===== src/utf8d_pkg.sv =====
// Shared types and constants for the UTF-8 byte stream decoder.
// Used by utf8d_decode and utf8_byte_stream_decoder; depends on nothing.
package utf8d_pkg;

  localparam int CpWidth = 21;

  localparam logic [CpWidth-1:0] CpReplacement = 21'h00FFFD;

  localparam logic [1:0] NeedNone  = 2'd0;
  localparam logic [1:0] NeedOne   = 2'd1;
  localparam logic [1:0] NeedTwo   = 2'd2;
  localparam logic [1:0] NeedThree = 2'd3;

  // Decoder state carried from one byte to the next.
  typedef struct packed {
    logic [1:0]         need;
    logic [1:0]         taken;
    logic [CpWidth-1:0] partial;
  } dec_state_t;

  // Results caused by one byte: rep_n replacement characters, then an
  // optional decoded code point.
  typedef struct packed {
    logic [2:0]         rep_n;
    logic               has_tail;
    logic [CpWidth-1:0] tail_cp;
  } run_t;

endpackage


===== src/utf8d_decode.sv =====
// Combinational decode of one byte against the current decoder state.
// Produces the next state and the run of results the byte causes; uses utf8d_pkg.
module utf8d_decode (
  input  utf8d_pkg::dec_state_t state,
  input  logic [7:0]            byte_value,
  input  logic                  end_of_text,
  output utf8d_pkg::dec_state_t state_next,
  output utf8d_pkg::run_t       run
);
  import utf8d_pkg::*;

  logic                 is_cont;
  logic                 fresh;
  logic [1:0]           taken_inc;
  logic [1:0]           need_dec;
  logic [CpWidth-1:0]   shifted;
  logic [1:0]           lead_need;
  logic [CpWidth-1:0]   lead_bits;

  assign is_cont   = (byte_value[7:6] == 2'b10);
  assign taken_inc = state.taken + 2'd1;
  assign need_dec  = state.need - 2'd1;
  assign shifted   = {state.partial[CpWidth-7:0], byte_value[5:0]};

  always_comb begin
    lead_need = NeedNone;
    lead_bits = '0;
    unique casez (byte_value)
      8'b110?_????: begin
        lead_need = NeedOne;
        lead_bits = {16'd0, byte_value[4:0]};
      end
      8'b1110_????: begin
        lead_need = NeedTwo;
        lead_bits = {17'd0, byte_value[3:0]};
      end
      8'b1111_0???: begin
        lead_need = NeedThree;
        lead_bits = {18'd0, byte_value[2:0]};
      end
      default: begin
        lead_need = NeedNone;
        lead_bits = '0;
      end
    endcase
  end

  always_comb begin
    state_next   = state;
    run.rep_n    = 3'd0;
    run.has_tail = 1'b0;
    run.tail_cp  = '0;
    fresh        = 1'b1;

    if (state.need != NeedNone) begin
      if (is_cont) begin
        fresh = 1'b0;
        if (need_dec == NeedNone) begin
          run.has_tail = 1'b1;
          run.tail_cp  = shifted;
          state_next   = '0;
        end else if (end_of_text) begin
          run.rep_n  = {1'b0, taken_inc} + 3'd1;
          state_next = '0;
        end else begin
          state_next.need    = need_dec;
          state_next.taken   = taken_inc;
          state_next.partial = shifted;
        end
      end else begin
        run.rep_n  = {1'b0, state.taken} + 3'd1;
        state_next = '0;
      end
    end

    if (fresh) begin
      if (!byte_value[7]) begin
        run.has_tail = 1'b1;
        run.tail_cp  = {13'd0, byte_value};
      end else if (lead_need == NeedNone) begin
        run.rep_n = run.rep_n + 3'd1;
      end else if (end_of_text) begin
        run.rep_n  = run.rep_n + 3'd1;
        state_next = '0;
      end else begin
        state_next.need    = lead_need;
        state_next.taken   = 2'd0;
        state_next.partial = lead_bits;
      end
    end
  end

endmodule


===== src/utf8_byte_stream_decoder.sv =====
// UTF-8 byte stream decoder top level: input handshake, decoder state and result register.
// Uses utf8d_pkg and utf8d_decode.
//
// A byte is taken in every cycle while each byte yields at most one code point and
// out_ready is high: the byte is decoded in the cycle it is accepted and its result
// shows on the output register in the next cycle. A byte that causes k results
// (malformed input, up to four replacement characters) holds the single result
// register until all k have left, so the next byte waits until the last one leaves;
// bytes in the middle of a sequence cause no result. Back-pressure from out_ready
// stalls the input only when the last result of the current byte cannot leave.
module utf8_byte_stream_decoder (
  input  logic                          clk,
  input  logic                          rst,
  input  logic                          in_valid,
  output logic                          in_ready,
  input  logic [7:0]                    byte_value,
  input  logic                          end_of_text,
  output logic                          out_valid,
  input  logic                          out_ready,
  output logic [utf8d_pkg::CpWidth-1:0] code_point,
  output logic                          is_replacement,
  output logic                          last_of_run
);
  import utf8d_pkg::*;

  dec_state_t state;
  dec_state_t state_next;
  run_t       run;
  run_t       run_next;
  logic       in_xfer;
  logic       out_xfer;

  utf8d_decode u_decode (
    .state       (state),
    .byte_value  (byte_value),
    .end_of_text (end_of_text),
    .state_next  (state_next),
    .run         (run_next)
  );

  assign out_valid      = (run.rep_n != 3'd0) || run.has_tail;
  assign last_of_run    = (run.rep_n == 3'd0) || ((run.rep_n == 3'd1) && !run.has_tail);
  assign is_replacement = (run.rep_n != 3'd0);
  assign code_point     = (run.rep_n != 3'd0) ? CpReplacement : run.tail_cp;

  assign out_xfer = out_valid && out_ready;
  assign in_ready = !out_valid || (out_ready && last_of_run);
  assign in_xfer  = in_valid && in_ready;

  always_ff @(posedge clk) begin
    if (rst) begin
      state        <= '0;
      run.rep_n    <= 3'd0;
      run.has_tail <= 1'b0;
    end else if (in_xfer) begin
      state <= state_next;
      run   <= run_next;
    end else if (out_xfer) begin
      if (run.rep_n != 3'd0) begin
        run.rep_n <= run.rep_n - 3'd1;
      end else begin
        run.has_tail <= 1'b0;
      end
    end
  end

endmodule


===== config.mk =====
export PLATFORM = sky130hd
export DESIGN_NAME = utf8_byte_stream_decoder
export DESIGN_NICKNAME = d
export VERILOG_FILES = /design/src/utf8d_pkg.sv /design/src/utf8d_decode.sv /design/src/utf8_byte_stream_decoder.sv
export SDC_FILE = /design/constraint.sdc
export NUM_CORES = 1
export LEC_CHECK = 0
export CAP_MARGIN = 20
export CORE_MARGIN = 3
export CORE_UTILIZATION = 45
export CTS_CLUSTER_SIZE = 10
export DETAILED_ROUTE_END_ITERATION = 8
export DONT_BUFFER_PORTS = 1
export GPL_ROUTABILITY_DRIVEN = 0
export HOLD_SLACK_MARGIN = 0.12
export PLACE_DENSITY_LB_ADDON = 0.25
export SYNTH_ARGS = -nofsm -noshare
export SYNTH_HDL_FRONTEND = slang
export SYNTH_HIERARCHICAL = 1
export SYNTH_SLANG_ARGS = --single-unit

===== constraint.sdc =====
create_clock -name clk -period 5 [get_ports clk]
set_input_delay 0.25 -clock clk [delete_from_list [all_inputs] [get_ports clk]]
set_output_delay 0.25 -clock clk [all_outputs]
set_load 0.02 [all_outputs]

==> results of run 1 <==
-- critical path, stage by stage (launching register included) --
cell,delay [ns]
dfxtp_1,0.33
inv_1,0.11
ha_1,0.27
nand2b_1,0.12
a311oi_4,0.25
buf_4,0.40
nor2b_2,0.85
-- placed cells by master (no fill, tap or decap), types with 2 or more instances in the layout --
cell,count
a22oi_1,8
nand2_1,11
a31oi_1,2
mux2_2,2
dfxtp_1,23
a22o_1,8
edfxtp_1,21
and2_1,27
nand3_1,5
ha_1,8
nor2b_2,2
a21oi_1,7
nor2_1,29
clkbuf_8,6
o21ai_0,2
nor2b_1,2
nand2b_1,18
nor3b_2,2
inv_1,13
mux2i_1,20
-- per-stage QoR --
step / instances / hold slack (ns) / cell area [um^2]
2_1_floorplan: 260 / 0.448 / 2620
3_3_place_gp: 314 / 0.326 / 2600
3_5_place_dp: 314 / 0.328 / 2600
4_1_cts: 323 / 0.135 / 2730
5_1_grt: 323 / 0.132 / 2730
6_report: 323 / 0.147 / 2730
-- worst max path at each step --
stage,depth (start not counted),end
3_5_place_dp,6,run[19]
4_1_cts,6,run[7]
2_1_floorplan,6,run[0]
3_3_place_gp,6,run[16]
5_1_grt,6,run[7]
6_report,6,run[7]
-- sequential cells by signal, indices dropped and copies added (netlist names) --
| register | count |
|---|---|
| run | 25 |
| state | 19 |
-- layout make-up --
| cell class | instances | share of cell area, % |
|---|---|---|
| timing repair buffer | 2 | 0.642 |
| sequential | 44 | 40.0 |
| clock inverter | 2 | 1.42 |
| multi-input combinational | 183 | 49.7 |
| clock buffer | 6 | 3.03 |
| tap | 72 | 3.30 |
| inverter | 14 | 1.93 |
-- layer usage --
| layer | GRT usage [%] | wire, um | vias up |
|---|---|---|---|
| li1 | - | - | 887 |
| met1 | 21.8 | 2410 | 797 |
| met2 | 23.9 | 2130 | 36 |
| met3 | 4.23 | 293 | 5 |
| met4 | 4.98 | 53 | 0 |
| met5 | 0 | 0 | - |
-- timing repair --
item	CTS	global route
setup buffers	0	0
hold buffers	1	0
hold endpoints to repair	23	0
-- power by group --
group / switching (W) / leakage [nW] / internal, W / total (W)
Sequential: 0.0000247 / 0.386 / 0.000424 / 0.000449
Combinational: 0.000357 / 0.581 / 0.000146 / 0.000503
Clock: 0.000122 / 0.0614 / 0.000163 / 0.000285
Total: 0.000504 / 1.03 / 0.000734 / 0.00124
==> run_results.csv, run 1 <==
group,metric,value,unit
global_route,grt.total_usage,15.7,%
place,hpwl,3.45,mm
finish,multi_input_area,1360,um^2
sta,slew_violations,0,
floorplanning,die_w,82.2,um
setup_path,cp-end-kind,"register",
clock_network,cts_tree,"built",
worst_hold_path,hold_path_class,"input port to register",
route,viasPerCell,5.34,
global_route,grt_overflow,0,
floorplanning,die_y,82.2,um
synthesis,syn_avg_cell_area,10.1,um^2
route,postRouteAntennaNets,0,
finish,fillCellCount,541,
clock_network,ctsLongestPathBuffers,2,
global_route,grt_pass1_vias,1620,
clock_network,cts_made_buffers,5,
route,drt_wl_total,4.89,mm
finish,final_nets,271,
synthesis,syn-num-nets,281,
finish,post-route-util,48.9,%
setup_path,critPathKind,"register to register",
clock_network,clkLatencyLatePin,0.30,ns
global_route,antenna_found_initial,0,
route,first_iter_violations,116,
sta,rsz0062_at_grt,"no",
setup_path,r2r_end,"run[7]",
sta,hold_viol_final,0,
route,firstDrtPassIters,4,
clock_network,htreeDepth,2,
sta,fin_crit,2.73,ns
place,place.port_buffers,0,
sta,finalSetupViolations,0,
floorplanning,core_region_area,5570,um^2
synthesis,syn_area,2620,um^2
finish,seqCellArea,1090,um^2
setup_path,r2r_slack,2.27,ns
floorplanning,dieArea,6760,um^2
setup_path,critical_path.reg2reg.startpoint,"run[22]",
setup_path,required,4.92,ns
finish,areaGrowthSynthToFinish,4.31,%
run_status,outcome,"complete, no violations",
power_and_ir_drop,ir_drop,189,uV
finish,n_antenna_cell,0,
global_route,grt_max_degree,26,
clock_network,clockRootBuffer,"clkbuf_8",
floorplanning,pin_count,38,
synthesis,synthCells,260,
clock_network,cts.sinks,44,
synthesis,ys_warn_count,6,
floorplanning,start_util,46.9,%
route,wire_per_inst,15.1,um
sta,period_share,54.6,%
route,vias,1725,
setup_path,crit_path_start_kind,"register",
clock_network,clk_pin_slew,0.09,ns
sta,fin_tns_setup,0,ns
power_and_ir_drop,fin_total_pwr,0.00124,W
job,maxCapViolCount,0,
finish,drive_gt1_share,12.0,%
sta,worst_pin_slew,0.947,ns
power_and_ir_drop,power_density,454,nW/um^2
sta,fin_worst_skew,0.0106,ns
worst_hold_path,min_delay_path_depth,2,
power_and_ir_drop,leakage,1.03,nW
worst_hold_path,hold_start,"out_ready",
sta,timing.final.ws_setup,2.27,ns
place,pre_cts_ws,2.23,ns
route,drc,0,
setup_path,critical_path_peak_fanout,25,
floorplanning,rows,27,
setup_path,critPathLaunch,"run[22]",
setup_path,critPathArrivalTime,2.64,ns
clock_network,ctsResizeCount,0,
worst_hold_path,min_to,"run[24]",
sta,timing.fmax,0.366,GHz
global_route,grt_pass1_wl,8.11,mm
sta,slew_headroom,36.6,%
setup_path,ff2ff_path_depth,6,
(Power assumes the default switching activity.)
==> run 2, diff against run 1 <==
--- a/config.mk
+++ b/config.mk
@@ -5,6 +5,7 @@
 export SDC_FILE = /design/constraint.sdc
 export NUM_CORES = 1
 export LEC_CHECK = 0
+export ABC_AREA = 1
 export CAP_MARGIN = 20
 export CORE_MARGIN = 3
 export CORE_UTILIZATION = 45
==> constraint.sdc (replaced) <==
create_clock -name clk -period 2.3 [get_ports clk]
set_input_delay 0.115 -clock clk [delete_from_list [all_inputs] [get_ports clk]]
set_output_delay 0.115 -clock clk [all_outputs]
set_load 0.02 [all_outputs]
==> run 2 against run 1 <==
Final cell count increased by 31%. Clock skew decreased by 0.0016 ns. Combinational power rose by 110%. Final area grew 5.4%. Sequential share of layout area fell by 2.1 points. Clock power is 110% higher. Global-route usage grew 1.1 points. Die area is 1.1% higher. Largest cell class unchanged. Highest routed layer unchanged.
==> run_results.csv, run 2 <==
group,metric,value,unit
run_status,outcome,"complete, no violations",
route,postRouteAntennaNets,0,
clock_network,cts_tree,"built",
route,drc,0,
global_route,grt_overflow,0,
clock_network,cts_made_buffers,5,
global_route,grt_max_degree,24,
route,first_iter_violations,151,
sta,fin_crit,2.01,ns
sta,timing.fmax,0.498,GHz
global_route,grt_pass1_wl,8.86,mm
finish,final_nets,371,
sta,slew_violations,0,
place,placed_cell_area,2650,um^2
sta,hold_viol_final,0,
finish,largest_register,"run",
sta,slew_headroom,28.0,%
sta,period_share,87.2,%
synthesis,syn_avg_cell_area,7.72,um^2
finish,n_antenna_cell,0,
setup_path,critPathArrivalTime,2.22,ns
power_and_ir_drop,leakage,1.12,nW
synthesis,ys_warn_count,6,
synthesis,syn_area,2650,um^2
setup_path,critical_path_buf_inv_count,3,
clock_network,htreeDepth,2,
job,maxCapViolCount,0,
floorplanning,die_y,82.7,um
clock_network,clk_pin_slew,0.09,ns
sta,rsz0062_at_grt,"no",
floorplanning,start_util,47.2,%
route,firstDrtPassIters,4,
clock_network,clockRootBuffer,"clkbuf_8",
sta,fin_worst_skew,0.00898,ns
setup_path,critical_path_peak_fanout,4,
worst_hold_path,hold_path_class,"input port to register",
sta,fin_tns_setup,0,ns
floorplanning,dieArea,6840,um^2
floorplanning,rows,27,
floorplanning,pin_count,38,
clock_network,post_cts_buffers,0,
finish,top_regs,"run: 25 flops, state: 19 flops",
place,place.port_buffers,0,
sta,finalSetupViolations,0,
route,viasPerCell,4.99,
finish,final_cell_mix,"nand2_1, inv_1, nor2_1, a21oi_1, dfxtp_1",
clock_network,cts.sinks,44,
sta,worst_pin_slew,1.08,ns
finish,largest_reg_flops,25,
setup_path,worst_path_max_delay_cell,"dfxtp_1",
power_and_ir_drop,ir_drop,832,uV
floorplanning,die_w,82.7,um
synthesis,synthCells,343,
setup_path,crit_chain,"inv_1, ha_1, nor2_1, nand2_1, nand2_1, nand2_1, a21oi_1, ha_1, nand3_1, nand2_1, nand2_1, inv_1, inv_1, nand4_1, nand3_1, a21oi_1",
setup_path,required,2.52,ns
finish,multi_input_area,1220,um^2
setup_path,crit_path_start_kind,"register",
global_route,grt.total_usage,16.9,%
finish,stdcell_area,2880,um^2
setup_path,critPathKind,"register to register",
clock_network,clkLatencyLatePin,0.30,ns
setup_path,path_common_cell,"nand2_1",
setup_path,crit_family,"simple AND/OR/NAND/NOR gates",
global_route,antenna_found_initial,0,
setup_path,critPathMaxStageDelay,0.35,ns
finish,fillCellCount,565,
finish,layout_commonest_cell,"nand2_1",
setup_path,cp-end-kind,"register",
clock_network,ctsLongestPathBuffers,2,
global_route,grt_pass1_vias,1900,
place,hpwl,3.82,mm
route,vias,2112,
route,wire_per_inst,12.9,um
synthesis,syn-num-nets,364,
route,drt_wl_total,5.46,mm
finish,seqCellArea,1090,um^2
floorplanning,core_region_area,5610,um^2
setup_path,r2r_slack,0.29,ns
finish,drive_gt1_share,18.2,%
power_and_ir_drop,fin_total_pwr,0.00259,W
finish,areaGrowthSynthToFinish,8.65,%
power_and_ir_drop,power_density,902,nW/um^2
clock_network,ctsResizeCount,0,
[run 2: cell type report]
class                           count  share of cell area [%]
Clock buffer                        5                    2.39
Timing Repair Buffer               15                    4.87
Tap cell                           72                    3.13
Inverter                           58                    7.70
Multi-Input combinational cell    226                    42.3
Clock inverter                      3                    1.61
Sequential cell                    44                    37.9
[run 2: where the power goes]
| group | switching [W] | internal [W] |
|---|---|---|
| Sequential | 0.0000319 | 0.000914 |
| Combinational | 0.000766 | 0.000278 |
| Clock | 0.000277 | 0.000327 |
[run 2: final timing paths]
path                     to  depth (start not counted)      start
hold / removal    state[23]                          3   in_valid
hold reg to reg    state[9]                          2   state[9]
setup reg to reg    run[24]                         16  state[24]
setup / recovery    run[24]                         16  state[24]
[run 2: metrics by stage]
| step | instances | setup slack, ns | hold slack [ns] | util, % |
|---|---|---|---|---|
| finish | 423 | 0.294 | 0.149 | 51.3 |
| global route | 423 | 0.0235 | 0.163 | 51.3 |
| CTS | 423 | 0.312 | 0.142 | 51.3 |
| detailed placement | 404 | 0.354 | 0.181 | 47.3 |
| global placement | 404 | 0.420 | 0.181 | 47.3 |
| floorplan | 343 | 0.188 | 0.318 | - |
[run 2: routing by layer]
metal  wire [um]  vias to the layer above  global-route usage, %  part of all wire (%)
met4          54                        0                   4.58                  0.99
li1            -                     1093                      -                     -
met5           0                        -                      0                     0
met1        2690                      957                   22.2                    49
met2        2430                       57                   28.3                    44
met3         281                        5                   3.15                   5.2
[run 2: repair_timing]
action,CTS,global route
hold buffers,11,0
endpoints found under the hold margin,30,0
endpoints found under the setup margin,0,0
[run 2: worst min-delay path, cell delays in order]
cell,delay (ns)
nand3_4,0.14
nand2_1,0.09
a21oi_1,0.06
==> run 3, diff against run 2 <==
--- a/config.mk
+++ b/config.mk
@@ -7,6 +7,7 @@
 export LEC_CHECK = 0
 export ABC_AREA = 1
 export CAP_MARGIN = 20
+export CORE_ASPECT_RATIO = 0.5
 export CORE_MARGIN = 3
 export CORE_UTILIZATION = 45
 export CTS_CLUSTER_SIZE = 10
==> run 3 against run 2 <==
Clock-buffer cell count grew 1. First-iteration DRC count shrank 4.0%. Critical path depth shrank 1. Sequential cell count is the same. Final area grew 2.6%. Core utilization grew 1.5 points. Sequential share of layout area shrank 0.95 points. Clock skew shrank 0.0013 ns. Critical path type unchanged. Highest routed layer is now met3.
==> run_results.csv, run 3 (synthesis gave the netlist of run 2 again) <==
group,metric,value,unit
worst_hold_path,hold_start,"in_valid",
setup_path,r2r_end,"run[24]",
setup_path,critPathMaxStageDelay,0.35,ns
clock_network,cts_made_buffers,5,
power_and_ir_drop,power_density,970,nW/um^2
finish,seqCellArea,1090,um^2
global_route,grt.total_usage,17.8,%
power_and_ir_drop,leakage,1.15,nW
power_and_ir_drop,clockPowerShare,29.7,%
clock_network,clkLatencyLatePin,0.29,ns
sta,slew_violations,0,
setup_path,crit_chain,"inv_1, ha_1, nor2_2, nand2_1, nand2_1, nand2_1, a21oi_1, ha_1, nand3_1, nand2_1, inv_1, inv_1, nand4_1, nand3_1, a21oi_1",
power_and_ir_drop,internal_power,0.00174,W
global_route,grt_pass1_wl,9.56,mm
finish,top_regs,"run: 25 flops, state: 19 flops",
setup_path,critPathKind,"register to register",
finish,stdcell_area,2950,um^2
global_route,grt_pass1_vias,2044,
sta,fin_tns_setup,0,ns
clock_network,htreeDepth,2,
setup_path,crit_path_start_kind,"register",
floorplanning,start_util,47.4,%
sta,hold_viol_final,0,
clock_network,cts.sinks,44,
floorplanning,core_region_area,5590,um^2
route,postRouteAntennaNets,0,
finish,multi_input_area,1220,um^2
setup_path,r2r_slack,0.26,ns
clock_network,ctsLongestPathBuffers,2,
worst_hold_path,min_delay_path_depth,3,
floorplanning,rows,19,
setup_path,ff2ff_path_depth,15,
clock_network,cts_tree,"built",
sta,period_share,88.5,%
place,place.port_buffers,0,
route,drc,0,
sta,timing.fmax,0.491,GHz
route,firstDrtPassIters,4,
finish,final_nets,372,
place,placed_cell_area,2660,um^2
finish,layout_commonest_cell,"nand2_1",
worst_hold_path,min_to,"run[21]",
setup_path,required,2.43,ns
floorplanning,die_y,60.2,um
finish,largest_reg_flops,25,
finish,largest_register,"run",
sta,slew_headroom,26.8,%
route,vias,2103,
power_and_ir_drop,ir_drop,718,uV
job,maxCapViolCount,0,
route,wire_per_inst,13.7,um
power_and_ir_drop,pwr-share-seq,33.1,%
run_status,outcome,"complete, no violations",
sta,rsz0062_at_grt,"no",
clock_network,clockRootBuffer,"clkbuf_16",
sta,fin_crit,2.04,ns
setup_path,worst_path_max_delay_cell,"dfxtp_1",
finish,final_cell_mix,"nand2_1, inv_1, nor2_1, a21oi_1, dfxtp_1",
setup_path,critical_path.reg2reg.startpoint,"state[24]",
setup_path,critical_path_peak_fanout,4,
route,first_iter_violations,145,
floorplanning,die_w,114,um
setup_path,cp-end-kind,"register",
sta,worst_pin_slew,1.09,ns
global_route,grt_max_degree,24,
floorplanning,dieArea,6890,um^2
finish,areaGrowthSynthToFinish,11.4,%
sta,hold_ws,0.121,ns
route,drt_wl_total,5.81,mm
route,viasPerCell,4.95,
finish,fillCellCount,498,
sta,fin_worst_skew,0.00770,ns
power_and_ir_drop,switchingPower,0.00112,W
finish,n_antenna_cell,0,
worst_hold_path,hold_path_class,"input port to register",
finish,drive_gt1_share,18.8,%
place,hpwl,3.98,mm
power_and_ir_drop,switching_share,39.1,%
global_route,antenna_found_initial,0,
power_and_ir_drop,combPwrFrac,37.2,%
setup_path,critPathArrivalTime,2.16,ns
setup_path,path_common_cell,"nand2_1",
sta,finalSetupViolations,0,
floorplanning,pin_count,38,
clock_network,clk_pin_slew,0.06,ns
global_route,grt_overflow,0,
-- run 3: cell types whose count changed in the layout (fill, tap and decap cells not counted), sizes merged --
| cell | delta |
|---|---|
| clkinv | +1 |
| clkinvlp | -1 |
| buf | +1 |
| clkbuf | +1 |
| inv | -1 |
-- run 3: worst max-delay path by stage --
stage / startpoint / end / slack (ns) / cells after the start
floorplan: run[22] / run[0] / 0.19 / 9
global placement: state[24] / run[24] / 0.42 / 16
detailed placement: state[24] / run[24] / 0.29 / 16
CTS: state[24] / run[24] / 0.25 / 15
global route: state[24] / run[24] / 0.03 / 16
finish: state[24] / run[24] / 0.26 / 15
-- run 3: cell type report --
| type | count | area share [%] |
|---|---|---|
| Clock buffer | 6 | 4.71 |
| Clock inverter | 2 | 1.32 |
| Inverter | 58 | 7.51 |
| Multi-Input combinational cell | 226 | 41.4 |
| Sequential cell | 44 | 37.0 |
| Tap cell | 73 | 3.10 |
| Timing Repair Buffer | 16 | 5.01 |
-- run 3: critical path: cells and delay by family, from the launching register on --
kind,cells,cell delay [ns]
simple gates,8,0.70
compound gates,2,0.23
flops,1,0.35
buf+inv,3,0.15
fa+ha+maj,2,0.43
-- run 3: metrics by stage --
stage	utilization [%]	setup WS, ns	std cells	total power [W]
2_1_floorplan	-	0.188	343	0.00191
3_3_place_gp	47.6	0.423	406	0.00199
4_1_cts	52.7	0.253	425	0.00289
5_1_grt	52.8	0.0318	425	0.00303
6_report	52.8	0.265	425	0.00286
3_5_place_dp	47.6	0.291	406	0.00201
-- run 3: layer usage --
metal / GRT usage (%) / wire [um] / up-vias
li1: - / - / 1093
met1: 22.8 / 2760 / 962
met2: 30.0 / 2710 / 48
met3: 4.95 / 344 / 0
met4: 4.57 / 0 / 0
met5: 0 / 0 / -
-- run 3: power by group through the flow --
| stage | logic [W] | clock network, W | registers [W] |
|---|---|---|---|
| after floorplan | 0.000952 | 0 | 0.000955 |
| after global placement | 0.00103 | 0 | 0.000961 |
| after detailed placement | 0.00105 | 0 | 0.000963 |
| after CTS | 0.00108 | 0.000869 | 0.000946 |
| after global routing | 0.00118 | 0.000903 | 0.000954 |
| final | 0.00107 | 0.000849 | 0.000946 |
-- run 3: repair_timing --
item | CTS | global route
resized for setup | 0 | 1
buffers inserted | 0 | 0
setup endpoints to repair | 0 | 1
hold buffers | 11 | 0
hold endpoints to repair | 29 | 0
